===== src/rtl/core/qbst_pkg.sv =====
// Shared types, codes and constants of the quote book staleness table.
package qbst_pkg;

  localparam int ENTRIES = 256;
  localparam int IDX_W   = $clog2(ENTRIES);

  // operation codes
  localparam logic [1:0] OP_UPDATE = 2'd0;
  localparam logic [1:0] OP_SET    = 2'd1;
  localparam logic [1:0] OP_QUERY  = 2'd2;
  localparam logic [1:0] OP_CLEAR  = 2'd3;

  // result status codes
  localparam logic [1:0] ST_DONE        = 2'd0;
  localparam logic [1:0] ST_REJ_ORDER   = 2'd1;
  localparam logic [1:0] ST_REJ_CROSSED = 2'd2;
  localparam logic [1:0] ST_ANSWER      = 2'd3;

  // quote condition codes
  localparam logic [2:0] COND_NORMAL  = 3'd0;
  localparam logic [2:0] COND_LOCKED  = 3'd1;
  localparam logic [2:0] COND_CROSSED = 3'd2;
  localparam logic [2:0] COND_STALE   = 3'd3;
  localparam logic [2:0] COND_ABSENT  = 3'd4;

  // venue trading states
  localparam logic [1:0] VENUE_TRADING = 2'd0;
  localparam logic [1:0] VENUE_CLOSED  = 2'd2;

  // configuration register indexes
  localparam logic [1:0] CFG_TIER   = 2'd0;
  localparam logic [1:0] CFG_BUDGET = 2'd1;
  localparam logic [1:0] CFG_REJECT = 2'd2;

  // sampling tiers
  localparam logic [1:0] TIER_SECOND     = 2'd1;
  localparam logic [1:0] TIER_CONTINUOUS = 2'd2;

  // default staleness budgets in ns
  localparam logic [39:0] BUDGET_MINUTE     = 40'd60_000_000_000;
  localparam logic [39:0] BUDGET_SECOND     = 40'd2_000_000_000;
  localparam logic [39:0] BUDGET_CONTINUOUS = 40'd5_000_000_000;

  typedef struct packed {
    logic [1:0]  opcode;
    logic [7:0]  instrument;
    logic [31:0] bid_price;
    logic [31:0] ask_price;
    logic [31:0] bid_quantity;
    logic [31:0] ask_quantity;
    logic [62:0] timestamp;
    logic [1:0]  venue_state;
  } item_t;

  typedef struct packed {
    logic [31:0] bid;
    logic [31:0] ask;
    logic [31:0] bid_quantity;
    logic [31:0] ask_quantity;
    logic [62:0] received;
  } quote_t;

  typedef struct packed {
    logic       exists;
    logic       present;
    logic [1:0] venue;
  } entry_t;

  typedef struct packed {
    logic [1:0]         status;
    logic [2:0]         condition;
    logic [1:0]         held_state;
    logic               quote_present;
    logic [31:0]        held_bid;
    logic [31:0]        held_ask;
    logic [31:0]        held_bid_quantity;
    logic [31:0]        held_ask_quantity;
    logic signed [63:0] quote_age;
    logic               executable;
  } result_t;

  typedef struct packed {
    logic set_exists;
    logic set_present;
    logic quote_we;
    logic state_we;
    logic clear_all;
  } action_t;

endpackage


===== src/rtl/core/qbst_exec.sv =====
// Operation decode, staleness classification and write-back decisions.
module qbst_exec (
  input  qbst_pkg::item_t   item,
  input  qbst_pkg::quote_t  held,
  input  logic              exists,
  input  logic              present,
  input  logic [1:0]        venue,
  input  logic [1:0]        tier,
  input  logic [39:0]       budget,
  input  logic              refuse_crossed,
  output qbst_pkg::result_t res,
  output qbst_pkg::action_t act
);
  import qbst_pkg::*;

  logic        older;
  logic [63:0] age;
  logic [39:0] budget_eff;
  logic        stale;
  logic [2:0]  cond;

  assign older = item.timestamp < held.received;
  assign age   = {1'b0, item.timestamp} - {1'b0, held.received};

  always_comb begin
    priority if (budget != 40'd0) begin
      budget_eff = budget;
    end else if (tier == TIER_SECOND) begin
      budget_eff = BUDGET_SECOND;
    end else if (tier == TIER_CONTINUOUS) begin
      budget_eff = BUDGET_CONTINUOUS;
    end else begin
      budget_eff = BUDGET_MINUTE;
    end
  end

  // a future quote wraps to a huge age, but flag it explicitly anyway
  assign stale = older || (age > {24'd0, budget_eff});

  always_comb begin
    priority if (stale) begin
      cond = COND_STALE;
    end else if (held.ask < held.bid) begin
      cond = COND_CROSSED;
    end else if (held.ask == held.bid) begin
      cond = COND_LOCKED;
    end else begin
      cond = COND_NORMAL;
    end
  end

  always_comb begin
    res = '0;
    act = '0;
    unique case (item.opcode)
      OP_UPDATE: begin
        act.set_exists = 1'b1;
        priority if (present && older) begin
          res.status = ST_REJ_ORDER;
        end else if ((item.ask_price < item.bid_price) && refuse_crossed) begin
          res.status = ST_REJ_CROSSED;
        end else begin
          res.status      = ST_DONE;
          act.quote_we    = 1'b1;
          act.set_present = 1'b1;
        end
      end
      OP_SET: begin
        act.set_exists = 1'b1;
        act.state_we   = 1'b1;
        res.status     = ST_DONE;
      end
      OP_QUERY: begin
        res.status = ST_ANSWER;
        if (!present) begin
          res.condition  = COND_ABSENT;
          res.held_state = exists ? venue : VENUE_CLOSED;
        end else begin
          res.condition         = cond;
          res.held_state        = venue;
          res.quote_present     = 1'b1;
          res.held_bid          = held.bid;
          res.held_ask          = held.ask;
          res.held_bid_quantity = held.bid_quantity;
          res.held_ask_quantity = held.ask_quantity;
          res.quote_age         = age;
          res.executable        = (venue == VENUE_TRADING) &&
                                  ((cond == COND_NORMAL) || (cond == COND_LOCKED));
        end
      end
      OP_CLEAR: begin
        act.clear_all = 1'b1;
        res.status    = ST_DONE;
      end
      default: begin
        res = '0;
        act = '0;
      end
    endcase
  end

endmodule


===== config.mk =====
export PLATFORM = sky130hd
export DESIGN_NAME = qbst_exec
export DESIGN_NICKNAME = d
export VERILOG_FILES = /design/src/rtl/core/qbst_pkg.sv /design/src/rtl/core/qbst_exec.sv
export SDC_FILE = /design/constraint.sdc
export NUM_CORES = 1
export LEC_CHECK = 0
export ABC_CLOCK_PERIOD_IN_PS = 11370
export BUFFER_PORTS_ARGS = -buffer_cell sky130_fd_sc_hd__buf_4
export CORE_AREA = 2 2 252 254
export DETAILED_ROUTE_END_ITERATION = 10
export DIE_AREA = 0 0 254 256
export PLACE_DENSITY = 0.4
export REMOVE_ABC_BUFFERS = 1
export SLEW_MARGIN = 20
export SYNTH_ARGS = -nofsm -noshare
export SYNTH_HDL_FRONTEND = slang
export SYNTH_SLANG_ARGS = --single-unit
export TNS_END_PERCENT = 50

===== constraint.sdc =====
create_clock -name vclk -period 11.37
set_input_delay 0.5685 -clock vclk [all_inputs]
set_output_delay 0.5685 -clock vclk [all_outputs]
set_load 0.02 [all_outputs]

==> flow_metrics.tcl <==
set metrics [dict create \
    status "complete, no violations" \
    dieArea_um2 65020 \
    grt_pass1_vias 12130 \
    multi_input_area_um2 7878 \
    initial_core_util_pct 13.95 \
    mostFrequentLayoutCells "579 x buf_4, 168 x ha_1, 155 x inv_1" \
    min_period_ns 7.217 \
    track_usage_pct 16.80 \
    avgSynthCellArea_um2 6.289 \
    start_kind "primary input" \
    power_uw 693.0 \
    std_cell_rows 92 \
    clock_buffers 0 \
    fin_util_pct 22.24 \
    drt_pre_antenna_iters 5 \
    area_growth_pct 59.43 \
    vias 12140 \
    holdWs_ns 1.446 \
    ys_warn_count 0 \
    vdd_drop_max_v 0.00001607 \
    viasPerCell 4.417 \
    cts_hold_buf 0 \
    synth.distinct_cells 73 \
    tns_ns 0 \
    finalHoldViolCount 0 \
    power_frac_seq_pct 0 \
    maxSlewViolCount 0 \
    fin_nets 2511 \
    required_ns 10.80 \
    drc 0 \
    synth_xor_area_share_pct 4.830 \
    synthAdderAreaFrac_pct 24.38 \
    synth_cells 1384 \
    final_common_cell "buf_4" \
    die_x_um 254 \
    arrival_ns 6.65 \
    synth_compound_area_share_pct 26.83 \
    p_int_uw 287.2 \
    drt_iter0_markers 634 \
    drive_gt1_share_pct 31.65 \
    switching_power_uw 405.8 \
    p_sw_share_pct 58.56 \
    num-fill-cells 7228 \
    wl_per_cell_um 21.28 \
    post-dp-hpwl_mm 52.49 \
    grt_overflow 0 \
    path_class "primary input to output pin" \
    gp_congestion 0.8859 \
    setup_viol 0 \
    die_h_um 256 \
    tightestPinTransition_ns 0.9941 \
    grt_setup_unrepaired "no" \
    routed_wl_mm 58.49 \
    powerDensity_nw_per_um2 49.94 \
    ctsResizeCount 0 \
    synth_seq_area_share_pct 0 \
    fmax_mhz 138.6 \
    muxShareOfSynthArea_pct 0.3738 \
    max_cap_viol_count 0 \
    io-pin-count 647 \
    ant_nets 0 \
    min_path_type "primary input to output pin" \
    synth_top_family_by_area "simple AND/OR/NAND/NOR gates" \
    p_leak_uw 0.007363 \
    cp_max_fo 8 \
    grt_pass1_wl_mm 82.10 \
    netlist_area_um2 8703 \
    io_buffers 573 \
    combPwrFrac_pct 100.0 \
    p_clk_share_pct 0 \
    synth_simple_gate_area_share_pct 33.99 \
    fin_crit_sh_pct 63.47 \
    grt_max_degree 103 \
    regArea_um2 0 \
    min_path_cells 3 \
    antenna_found_initial 5 \
    endpoint_kind "output pin" \
    core_area_um2 62390 \
    relSlewSlack_pct 33.32 \
    post_cts_buffers 0 \
    design.seq.count 0 \
]
path summary, 6_finish.rpt:
kind                  start      to  slack (ns)
setup / recovery   held[12]  res[0]        4.15
hold / removal    item[202]  act[1]        1.45
cell type report:
class / count / share of cell area [%]
Multi-Input combinational cell: 1164 / 56.77
Tap cell: 846 / 7.629
Timing Repair Buffer: 579 / 31.33
Antenna cell: 3 / 0.05410
Inverter: 156 / 4.220
power by group through the flow:
stage | logic, uW | registers (uW) | clock network, uW
after floorplan | 380 | 0 | 0
after global placement | 685 | 0 | 0
after detailed placement | 691 | 0 | 0
after CTS | 696 | 0 | 0
after global routing | 763 | 0 | 0.0000358
final | 693 | 0 | 0.0000360
layer usage:
| metal | part of all wire, % | GRT usage (%) | vias up | wire length (um) |
|---|---|---|---|---|
| met2 | 48 | 29.83 | 431 | 28120 |
| met3 | 7.9 | 3.885 | 28 | 4634 |
| met5 | 0 | 0 | - | 0 |
| met4 | 1.4 | 2.386 | 0 | 828 |
| met1 | 43 | 20.86 | 5680 | 24900 |
| li1 | - | - | 6000 | - |
cell families after synthesis:
group / Yosys count
fa+ha+maj: 169
simple gates: 570
buf+inv: 220
mux: 3
xor+xnor: 48
compound gates: 374
worst max-delay path: stages:
cell and delay [ns]:
buf_4 0.08, inv_1 0.04, ha_1 0.44, nand4_1 0.22, nor2_1 0.24, o2111ai_1 0.24
a31oi_1 0.53, nor2_1 0.27, o21ai_0 0.42, a31oi_1 0.17, xnor2_1 0.28, ha_1 0.31
a21o_1 0.17, a21o_1 0.18, a21oi_1 0.15, o21ai_0 0.17, a211oi_1 0.82, o221a_2 0.33
nand4_2 0.13, nor4_4 0.51, and3_1 0.23, buf_4 0.14
stage by stage:
step | std cells | area (um^2) | worst slack (ns)
global placement | 2745 | 13870 | 4.014
global route | 2748 | 13880 | 3.706
floorplan | 1320 | 8453 | 5.135
finish | 2748 | 13880 | 4.153
CTS | 2745 | 13870 | 3.958
detailed placement | 2745 | 13870 | 3.983
cells in the mapped netlist (7+ instances only):
cell type    n  area share [%]
inv_1      156             6.7
nand2_1    105             4.5
nand4_1     49             3.5
nor2b_1     12            0.86
a211oi_1    20             1.7
a21oi_1    126             7.2
nor2_1     142             6.1
and3_1     107             7.7
o21a_1      21             1.8
o211ai_1    13             1.1
nand3_1     19             1.1
o21bai_1     8            0.69
and2_1      49             3.5
nor3_1      28             1.6
clkbuf_1    58             2.5
a31oi_1      7            0.50
nor4_1      22             1.6
nand2b_1     7            0.50
o21ai_0     73             4.2
a21o_1      31             2.7
ha_1       168              24
o21ai_1     17            0.98
xnor2_1     28             2.8
xor2_1      20             2.0
No activity file was read; power rests on OpenSTA's default activity.
